--- src/rtl/core/skyline_key_points_core_assert.svh ---
// Assertion macros for the skyline key point core.
// Depends on nothing; included by the top level only.
`ifndef SKYLINE_KEY_POINTS_CORE_ASSERT_SVH
`define SKYLINE_KEY_POINTS_CORE_ASSERT_SVH
`ifndef SYNTHESIS
`define SKP_ASSERT_NOW(lbl, clk, rst_n, ante, cons) \
  lbl: assert property (@(posedge clk) disable iff (!rst_n) (ante) |-> (cons)) \
    else $error("skyline core assertion failed");
`define SKP_ASSERT_NEXT(lbl, clk, rst_n, ante, cons) \
  lbl: assert property (@(posedge clk) disable iff (!rst_n) (ante) |=> (cons)) \
    else $error("skyline core assertion failed");
`else
`define SKP_ASSERT_NOW(lbl, clk, rst_n, ante, cons)
`define SKP_ASSERT_NEXT(lbl, clk, rst_n, ante, cons)
`endif
`endif

--- src/rtl/core/skp_pkg.sv ---
// Shared types for the skyline key point core: building record, controller
// states and the command/status groups between controller and datapath.
`default_nettype none
package skp_pkg;

  localparam int unsigned XW = 16;

  // One stored building, left edge in the lowest bits.
  typedef struct packed {
    logic [XW-1:0] height;
    logic [XW-1:0] right;
    logic [XW-1:0] left;
  } bldg_t;

  typedef enum logic [1:0] {
    ST_LOAD,
    ST_SCAN,
    ST_EVAL,
    ST_FLUSH
  } state_t;

  typedef struct packed {
    logic accept;     // take the input beat
    logic scan_step;  // visit one stored building
    logic eval;       // close a scan, decide on a key point
    logic flush;      // release the held point as the last one, end the set
  } cmd_t;

  typedef struct packed {
    logic in_last;
    logic scan_done;
    logic init;
    logic found;
    logic emit;
    logic have_pend;
    logic out_free;
  } status_t;

endpackage
`default_nettype wire

--- src/rtl/core/skyline_key_points_core.sv ---
// Skyline key point core: top level joining controller and datapath.
// Depends on skp_pkg, skp_ctrl, skp_datapath and the assertion macro header.
//
// Buildings arrive one beat each on the in_ stream, one per cycle while
// in_tready is high, and are kept in a register store of MAX_BLDGS entries;
// beyond that they are dropped and every key point of the set carries
// out_tuser = 1. The beat with in_tlast set closes the set, and in_tready then
// stays low until the set's last key point has been placed in the output
// register. The skyline is found by repeated scans of the store, one building
// per cycle: an opening scan finds the smallest edge, and each later scan
// takes the covering height at the current coordinate and, in the same pass,
// the next larger edge, so the store is scanned again for every distinct edge
// value. The one-building-per-cycle store scan thus sets the compute time of
// a set, which grows with the number of stored buildings and of distinct edge
// values, and output stalls add to it. A key point is held back one step so
// that the final one can be marked with out_tlast; the results stream out
// through a single output register, and no memory needs clearing after reset.
`default_nettype none
`include "skyline_key_points_core_assert.svh"
module skyline_key_points_core
  import skp_pkg::*;
#(
  parameter int unsigned MAX_BLDGS = 16
) (
  input  wire logic        clk,
  input  wire logic        rst_n,
  // input stream: one building per beat
  input  wire logic        in_tvalid,
  output logic             in_tready,
  input  wire logic [47:0] in_tdata,   // left_edge[15:0], right_edge[31:16], bldg_height[47:32]
  input  wire logic        in_tlast,   // last_building
  // result stream: one key point per beat
  output logic             out_tvalid,
  input  wire logic        out_tready,
  output logic [31:0]      out_tdata,  // point_x[15:0], point_height[31:16]
  output logic             out_tlast,  // last_point
  output logic             out_tuser   // overflowed
);

  cmd_t    cmd;
  status_t st;

  skp_ctrl u_ctrl (
    .clk       (clk),
    .rst_n     (rst_n),
    .in_tvalid (in_tvalid),
    .st        (st),
    .cmd       (cmd),
    .in_tready (in_tready)
  );

  skp_datapath #(
    .MAX_BLDGS (MAX_BLDGS)
  ) u_datapath (
    .clk        (clk),
    .rst_n      (rst_n),
    .cmd        (cmd),
    .st         (st),
    .in_tdata   (in_tdata),
    .in_tlast   (in_tlast),
    .out_tready (out_tready),
    .out_tvalid (out_tvalid),
    .out_tdata  (out_tdata),
    .out_tlast  (out_tlast),
    .out_tuser  (out_tuser)
  );

  // A push into the output register must never overwrite an untaken beat.
  `SKP_ASSERT_NOW(a_push_needs_room, clk, rst_n, (cmd.flush || (cmd.eval && st.emit && st.have_pend)), st.out_free)
  // While loading, only the closing point of the previous set may wait.
  `SKP_ASSERT_NOW(a_load_only_last_waits, clk, rst_n, (in_tready && out_tvalid), out_tlast)
  // A beat that is not taken holds its value until it is.
  `SKP_ASSERT_NEXT(a_hold_until_taken, clk, rst_n, (out_tvalid && !out_tready), (out_tvalid && $stable({out_tdata, out_tlast, out_tuser})))

endmodule
`default_nettype wire

--- src/rtl/core/skp_ctrl.sv ---
// Controller state machine of the skyline key point core.
// Depends on skp_pkg; drives commands into skp_datapath.
`default_nettype none
module skp_ctrl
  import skp_pkg::*;
(
  input  wire logic    clk,
  input  wire logic    rst_n,
  input  wire logic    in_tvalid,
  input  wire status_t st,
  output cmd_t         cmd,
  output logic         in_tready
);

  state_t state_r, state_nxt;

  // an emitted point pushes the held one out; that needs a free output slot
  logic eval_blocked;
  assign eval_blocked = st.emit && st.have_pend && !st.out_free;

  always_comb begin
    state_nxt = state_r;
    unique case (state_r)
      ST_LOAD: begin
        if (in_tvalid && st.in_last) state_nxt = ST_SCAN;
      end
      ST_SCAN: begin
        if (st.scan_done) state_nxt = ST_EVAL;
      end
      ST_EVAL: begin
        if (!eval_blocked) begin
          if (st.init || st.found) state_nxt = ST_SCAN;
          else state_nxt = ST_FLUSH;
        end
      end
      ST_FLUSH: begin
        if (st.out_free) state_nxt = ST_LOAD;
      end
      default: state_nxt = ST_LOAD;
    endcase
  end

  always_comb begin
    cmd       = '0;
    in_tready = 1'b0;
    unique case (state_r)
      ST_LOAD: begin
        in_tready  = 1'b1;
        cmd.accept = in_tvalid;
      end
      ST_SCAN:  cmd.scan_step = 1'b1;
      ST_EVAL:  cmd.eval      = !eval_blocked;
      ST_FLUSH: cmd.flush     = st.out_free;
      default: begin
        cmd       = '0;
        in_tready = 1'b0;
      end
    endcase
  end

  always_ff @(posedge clk) begin
    if (!rst_n) begin
      state_r <= ST_LOAD;
    end else begin
      state_r <= state_nxt;
    end
  end

endmodule
`default_nettype wire

--- src/rtl/core/skp_datapath.sv ---
// Datapath of the skyline key point core: building store, scan unit,
// held key point and output register. Depends on skp_pkg; driven by skp_ctrl.
`default_nettype none
module skp_datapath
  import skp_pkg::*;
#(
  parameter int unsigned MAX_BLDGS = 16
) (
  input  wire logic        clk,
  input  wire logic        rst_n,
  input  wire cmd_t        cmd,
  output status_t          st,
  input  wire logic [47:0] in_tdata,
  input  wire logic        in_tlast,
  input  wire logic        out_tready,
  output logic             out_tvalid,
  output logic [31:0]      out_tdata,
  output logic             out_tlast,
  output logic             out_tuser
);

  localparam int unsigned CNT_W = $clog2(MAX_BLDGS + 1);
  localparam int unsigned IDX_W = (MAX_BLDGS > 1) ? $clog2(MAX_BLDGS) : 1;

  bldg_t store_r [MAX_BLDGS];

  logic [CNT_W-1:0] count_r, count_nxt;
  logic [CNT_W-1:0] k_r, k_nxt;
  logic             ovf_r, ovf_nxt;
  logic             init_r, init_nxt;
  logic             found_r, found_nxt;
  logic             have_pend_r, have_pend_nxt;
  logic [XW-1:0]    cur_x_r, cur_x_nxt;
  logic [XW-1:0]    nxt_x_r, nxt_x_nxt;
  logic [XW-1:0]    best_r, best_nxt;
  logic [XW-1:0]    prev_r, prev_nxt;
  logic [XW-1:0]    pend_x_r, pend_x_nxt;
  logic [XW-1:0]    pend_h_r, pend_h_nxt;
  logic             out_valid_r, out_valid_nxt;
  logic [XW-1:0]    out_x_r, out_x_nxt;
  logic [XW-1:0]    out_h_r, out_h_nxt;
  logic             out_last_r, out_last_nxt;
  logic             out_ovf_r, out_ovf_nxt;

  bldg_t         in_bldg;
  bldg_t         rd;
  logic          count_full;
  logic          covers;
  logic          left_ok, right_ok;
  logic [XW-1:0] cand_m1, cand_m2;
  logic          cand_f1, cand_f2;
  logic          emit_w;
  logic          out_free;

  assign in_bldg    = bldg_t'(in_tdata);
  assign rd         = store_r[k_r[IDX_W-1:0]];
  assign count_full = (count_r == CNT_W'(MAX_BLDGS));
  assign out_free   = !out_valid_r || out_tready;
  assign emit_w     = !init_r && (!have_pend_r || (best_r != prev_r));

  // candidate for the next coordinate: smallest edge above the current one,
  // or smallest edge of all on the opening scan
  assign covers   = (rd.left <= cur_x_r) && (cur_x_r < rd.right);
  assign left_ok  = init_r || (rd.left > cur_x_r);
  assign right_ok = init_r || (rd.right > cur_x_r);

  always_comb begin
    cand_m1 = nxt_x_r;
    cand_f1 = found_r;
    if (left_ok && (!found_r || (rd.left < nxt_x_r))) begin
      cand_m1 = rd.left;
      cand_f1 = 1'b1;
    end
    cand_m2 = cand_m1;
    cand_f2 = cand_f1;
    if (right_ok && (!cand_f1 || (rd.right < cand_m1))) begin
      cand_m2 = rd.right;
      cand_f2 = 1'b1;
    end
  end

  always_comb begin
    count_nxt     = count_r;
    k_nxt         = k_r;
    ovf_nxt       = ovf_r;
    init_nxt      = init_r;
    found_nxt     = found_r;
    have_pend_nxt = have_pend_r;
    cur_x_nxt     = cur_x_r;
    nxt_x_nxt     = nxt_x_r;
    best_nxt      = best_r;
    prev_nxt      = prev_r;
    pend_x_nxt    = pend_x_r;
    pend_h_nxt    = pend_h_r;
    out_valid_nxt = out_valid_r;
    out_x_nxt     = out_x_r;
    out_h_nxt     = out_h_r;
    out_last_nxt  = out_last_r;
    out_ovf_nxt   = out_ovf_r;

    if (out_valid_r && out_tready) out_valid_nxt = 1'b0;

    if (cmd.accept) begin
      if (!count_full) count_nxt = count_r + CNT_W'(1);
      else ovf_nxt = 1'b1;
      if (in_tlast) begin
        init_nxt  = 1'b1;
        k_nxt     = '0;
        best_nxt  = '0;
        found_nxt = 1'b0;
      end
    end

    if (cmd.scan_step) begin
      if (covers && (rd.height > best_r)) best_nxt = rd.height;
      nxt_x_nxt = cand_m2;
      found_nxt = cand_f2;
      k_nxt     = k_r + CNT_W'(1);
    end

    if (cmd.eval) begin
      if (emit_w) begin
        // release the held point, hold the new one until its successor is known
        if (have_pend_r) begin
          out_valid_nxt = 1'b1;
          out_x_nxt     = pend_x_r;
          out_h_nxt     = pend_h_r;
          out_last_nxt  = 1'b0;
          out_ovf_nxt   = ovf_r;
        end
        pend_x_nxt    = cur_x_r;
        pend_h_nxt    = best_r;
        have_pend_nxt = 1'b1;
        prev_nxt      = best_r;
      end
      cur_x_nxt = nxt_x_r;
      init_nxt  = 1'b0;
      k_nxt     = '0;
      best_nxt  = '0;
      found_nxt = 1'b0;
    end

    if (cmd.flush) begin
      out_valid_nxt = 1'b1;
      out_x_nxt     = pend_x_r;
      out_h_nxt     = pend_h_r;
      out_last_nxt  = 1'b1;
      out_ovf_nxt   = ovf_r;
      have_pend_nxt = 1'b0;
      count_nxt     = '0;
      ovf_nxt       = 1'b0;
      prev_nxt      = '0;
    end
  end

  always_ff @(posedge clk) begin
    if (cmd.accept && !count_full) store_r[count_r[IDX_W-1:0]] <= in_bldg;
  end

  always_ff @(posedge clk) begin
    if (!rst_n) begin
      count_r     <= '0;
      k_r         <= '0;
      ovf_r       <= 1'b0;
      init_r      <= 1'b0;
      found_r     <= 1'b0;
      have_pend_r <= 1'b0;
      out_valid_r <= 1'b0;
      prev_r      <= '0;
    end else begin
      count_r     <= count_nxt;
      k_r         <= k_nxt;
      ovf_r       <= ovf_nxt;
      init_r      <= init_nxt;
      found_r     <= found_nxt;
      have_pend_r <= have_pend_nxt;
      out_valid_r <= out_valid_nxt;
      prev_r      <= prev_nxt;
    end
  end

  always_ff @(posedge clk) begin
    cur_x_r    <= cur_x_nxt;
    nxt_x_r    <= nxt_x_nxt;
    best_r     <= best_nxt;
    pend_x_r   <= pend_x_nxt;
    pend_h_r   <= pend_h_nxt;
    out_x_r    <= out_x_nxt;
    out_h_r    <= out_h_nxt;
    out_last_r <= out_last_nxt;
    out_ovf_r  <= out_ovf_nxt;
  end

  assign st.in_last   = in_tlast;
  assign st.scan_done = (k_r == (count_r - CNT_W'(1)));
  assign st.init      = init_r;
  assign st.found     = found_r;
  assign st.emit      = emit_w;
  assign st.have_pend = have_pend_r;
  assign st.out_free  = out_free;

  assign out_tvalid = out_valid_r;
  assign out_tdata  = {out_h_r, out_x_r};
  assign out_tlast  = out_last_r;
  assign out_tuser  = out_ovf_r;

endmodule
`default_nettype wire

--- config.mk ---
export PLATFORM = sky130hd
export DESIGN_NAME = skyline_key_points_core
export DESIGN_NICKNAME = d
export VERILOG_FILES = /design/src/rtl/core/skp_pkg.sv /design/src/rtl/core/skyline_key_points_core.sv /design/src/rtl/core/skp_ctrl.sv /design/src/rtl/core/skp_datapath.sv
export VERILOG_INCLUDE_DIRS = /design/src /design/src/rtl/core
export SDC_FILE = /design/constraint.sdc
export NUM_CORES = 1
export LEC_CHECK = 0
export BUFFER_PORTS_ARGS = -buffer_cell sky130_fd_sc_hd__buf_2
export CAP_MARGIN = 10
export CORE_MARGIN = 2
export CORE_UTILIZATION = 56
export DETAILED_ROUTE_END_ITERATION = 16
export PLACE_DENSITY_LB_ADDON = 0.2
export SYNTH_ARGS = -nofsm -noshare
export SYNTH_HDL_FRONTEND = slang
export SYNTH_SLANG_ARGS = --single-unit
--- constraint.sdc ---
create_clock -name clk -period 5.95 [get_ports clk]
set_input_delay 0.2975 -clock clk [delete_from_list [all_inputs] [get_ports clk]]
set_output_delay 0.2975 -clock clk [all_outputs]
set_load 0.05 [all_outputs]
==> metrics.md <==
| Metric | Value |
|---|---|
| Status | `finished, final reports clean` |
| Reg clk slew, reported paths | `around 0.060 ns` |
| Register area share after synthesis | `74.01%` |
| Final wirelength | `slightly below 80,000 um` |
| Peak VDD IR | `0.1770 mV` |
| PwrDens | `~330 nW/um^2` |
| Starting Density | `56.71%` |
| Post-synthesis instance total | `about 1,800` |
| # rows | `93` |
| Avg Cell Area, Syn | `just over 20 um^2` |
| Final HPWL DP | `45,850 um` |
| Final hold violation count | `0` |
| Net Sw Frac | `21.32%` |
| Slew Viols, Final | `0` |
| Die W | `259.5 um` |
| Clock Latency Late Sink | `0.64 ns` |
| Worst Setup Path Type | `flip-flop to flip-flop` |
| Layout cells sized above 1 | `28.46%` |
| NumNets Final | `2,165` |
| Area growth, synth to finish | `14.65%` |
| Clock network fraction of total power | `approximately two fifths` |
| CTS Buf Count | `89` |
| Sinks on Clock Net | `919` |
| Seq cells post-synth | `919` |
| Post-layout util | `65.01%` |
| Clock Tree Buf Depth | `3` |
| Worst-Margin Slew | `1.173 ns` |
| HP Start | `in_tdata[42]` |
| Area leader, netlist | `edfxtp_1` |
| # fillers | `4,228` |
| Synthesized net count | `1,952` |
| H-tree levels | `3` |
| Critical R2R Capture | `u_datapath.nxt_x_r[5]` |
| Met3 wire length | `5458 um` |
| Final min period | `5.738 ns` |
| Total number of vias | `18,260` |
| Layout Skew | `0.02218 ns` |
| Crit start category | `flip-flop` |
| Vias in the first global route | `17,970` |
| GRT Util Overall | `23.76%` |
| Synth cell types | `53` |
| Max_slew headroom | `21.60%` |
| Die area | `roughly 67,000 um^2` |
| GP Congestion | `0.8704` |
| Int Pwr | `10,850 uW` |
| DR vias/cell | `6.166` |
| DRT iter0 DRCs | `1,991` |
| Max Clock Freq | `roughly 0.17 GHz` |
| Final setup vio count | `0` |
| Global route total overflow | `0` |
| Ys Warns | `0` |
| Sequential share of power | `52.4%` |
| Slack of the worst reg-to-reg path | `around 0.21 ns` |
| Routed met1 length | `33,930 um` |
| Logic gate share of total power | `~7.0%` |
| Die Ht | `~260 um` |
| Crit Path Max Fanout | `12` |
| Antenna Nets Post-Route | `0` |
| DRT Pass-1 Iters | `8` |
| Hold Crit Class | `primary input to flip-flop` |
| Lkg Pwr | `0.01367 uW` |
| Worst hold margin | `0.02840 ns` |
| CP Capture Type | `flip-flop` |
| Core outline area | `64,460 um^2` |
| # IOs | `89` |
| WP data required | `6.32 ns` |
| Antenna violations before repair | `8` |
| Top cell type's share of synthesized area | `a little under three quarters` |
| Ranking of synthesized cells by area | `edfxtp_1 71%, mux4_2 14%, dfxtp_1 3.0%` |
| CTS tree | `done` |
| Clock root cell | `clkbuf_16` |
| Switch Pwr | `between 2000 and 3000 uW` |
| First-pass GRT wire length | `116,000 um` |
| Asr flop ratio synth | `0%` |
| Syn Std Cell Area | `36,560 um^2` |
| Max layer used | `met5` |
| Max_cap viols | `0` |
| Met2 wire length | `~38,000 um` |
| Final clock period utilization by the worst path | `96.44%` |
| Post-synth EDFFs | `865` |
| WL/cell | `26.68 um` |
| Remaining DRCs | `0` |
| Critical Path Sink | `u_datapath.nxt_x_r[5]` |
| Port bufs | `88` |
| Largest net degree at the start of global routing | `51` |
| R2R cell count | `23` |
| Synth Flop Type | `edfxtp_1` |
| Worst Path Arrival | `6.11 ns` |
state kept, by name (all words and copies together) (netlist names), named ones only:
signal	cells
u_datapath.store_r	768
u_datapath.best_r	16
u_datapath.cur_x_r	16
u_datapath.nxt_x_r	16
u_datapath.out_h_r	16
u_datapath.out_x_r	16
u_datapath.pend_h_r	16
u_datapath.pend_x_r	16
u_datapath.prev_r	16
u_datapath.count_r	5
u_datapath.k_r	5
u_ctrl.state_r	2
u_datapath.found_r	1
u_datapath.have_pend_r	1
u_datapath.init_r	1
u_datapath.out_tlast	1
u_datapath.out_tuser	1
u_datapath.out_tvalid	1
u_datapath.ovf_r	1
what timing repair did:
action / in CTS / in global routing
hold endpoints to repair: 50 / 0
pin swaps: 1 / 4
setup buffers: 2 / 17
hold buffers: 7 / 0
setup endpoints to repair: 5 / 15
cloned: 0 / 3
resized for setup: 0 / 15
through the flow:
step                 TNS, ns  total power, uW  instance area, um^2  setup WS, ns  cells
global placement           0             8242                38620        0.1255   2765
detailed placement  -0.01892             8275                38620     -0.009807   2765
CTS                        0            13820                41600       0.03060   2936
floorplan                  0             7933                36570      0.001840   1817
global route         -0.5555            14200                41910      -0.06346   2959
finish                     0            13790                41910        0.2115   2961
routing by layer:
layer	up-vias	global-route usage [%]
met5	-	0
met4	8	6.753
met3	118	3.827
met2	715	36.96
met1	9568	35.42
li1	7849	-
Yosys cell counts, drive strengths merged, types with 2 or more instances:
| cell | instances |
|---|---|
| nor2b | 6 |
| buf | 35 |
| a41oi | 2 |
| a21boi | 3 |
| dfxtp | 54 |
| nand3 | 12 |
| a21oi | 54 |
| xor2 | 3 |
| xnor2 | 23 |
| nor3b | 2 |
| a211oi | 11 |
| nor2 | 65 |
| a31oi | 3 |
| mux4 | 223 |
| mux2 | 17 |
| and3 | 3 |
| nand2 | 63 |
| a21o | 3 |
| nor3 | 9 |
| inv | 71 |
| nand4 | 16 |
| nand2b | 7 |
| o211ai | 5 |
| nand3b | 17 |
| mux2i | 65 |
| edfxtp | 865 |
| a32oi | 2 |
| nor4 | 4 |
| o21ai | 37 |
| ha | 82 |
| clkbuf | 37 |
| and4 | 3 |
worst min-delay path by stage:
stage / to / slack, ns / depth (start not counted)
floorplan: u_datapath.store_r[0][0] / 0.40 / 0
global placement: u_datapath.out_h_r[3] / 0.40 / 0
detailed placement: u_datapath.out_h_r[12] / 0.41 / 0
CTS: u_datapath.store_r[4][42] / 0.001 / 1
global route: u_datapath.store_r[14][38] / 0.02 / 1
finish: u_datapath.store_r[4][42] / 0.03 / 1
critical path: stages (launching register included):
cell and delay [ns]:
dfxtp_4 0.35, buf_4 0.14, buf_12 0.11, clkbuf_16 0.19
mux4_2 0.52, mux4_2 0.53, ha_1 0.33, nand4_1 0.14
a2111o_1 0.45, a32oi_2 0.22, nand2_2 0.09, nor2_4 0.17
buf_12 0.16, mux2i_2 0.26, ha_1 0.28, a21oi_1 0.19
nor2b_1 0.07, o21ai_0 0.19, a211oi_2 0.11, o32a_1 0.39
a21oi_2 0.17, a41oi_4 0.05, buf_4 0.21, mux2i_1 0.14
power by group through the flow:
stage,Clock (uW),Combinational (uW),Sequential [uW]
floorplan,0,574,7360
global placement,0,881,7360
detailed placement,0,909,7370
CTS,5670,922,7230
global route,5900,1060,7230
finish,5590,972,7230
cells in the final DEF (no fill, tap or decap), types with 13 or more instances in the layout:
cell type,instances
a21oi_1,53
buf_2,88
buf_4,82
clkbuf_16,93
clkinv_1,19
clkinv_2,18
dfxtp_1,50
edfxtp_1,865
ha_1,82
inv_1,71
mux2_2,17
mux2i_1,62
mux4_2,223
nand2_1,61
nand3b_1,17
nand4_1,16
nor2_1,51
nor2_4,13
o21ai_0,35
xnor2_1,23
cell type report:
class                   count  area, um^2  share of cell area (%)
diodes                      5       12.51                 0.02985
well taps                 855        1070                   2.552
flip-flops and latches    919       27070                   64.59
clock inverters            60       600.6                   1.433
multi-input cells         754        9110                   21.74
inverters                  72       270.3                  0.6448
clock buffers             102        2297                   5.481
repair buffers            194        1480                   3.532
cell families after synthesis:
family,after synthesis,synth area share [%]
xor gates and xnor gates,26,0.6229
buffers and inverters,144,1.571
adders and majority gates,82,2.807
AOI/OAI and AO/OA,132,2.204
DFF,919,74.01
muxes,305,16.04
and+or+nand+nor,209,2.742
Note: power is estimated with default switching activity, not from simulation.
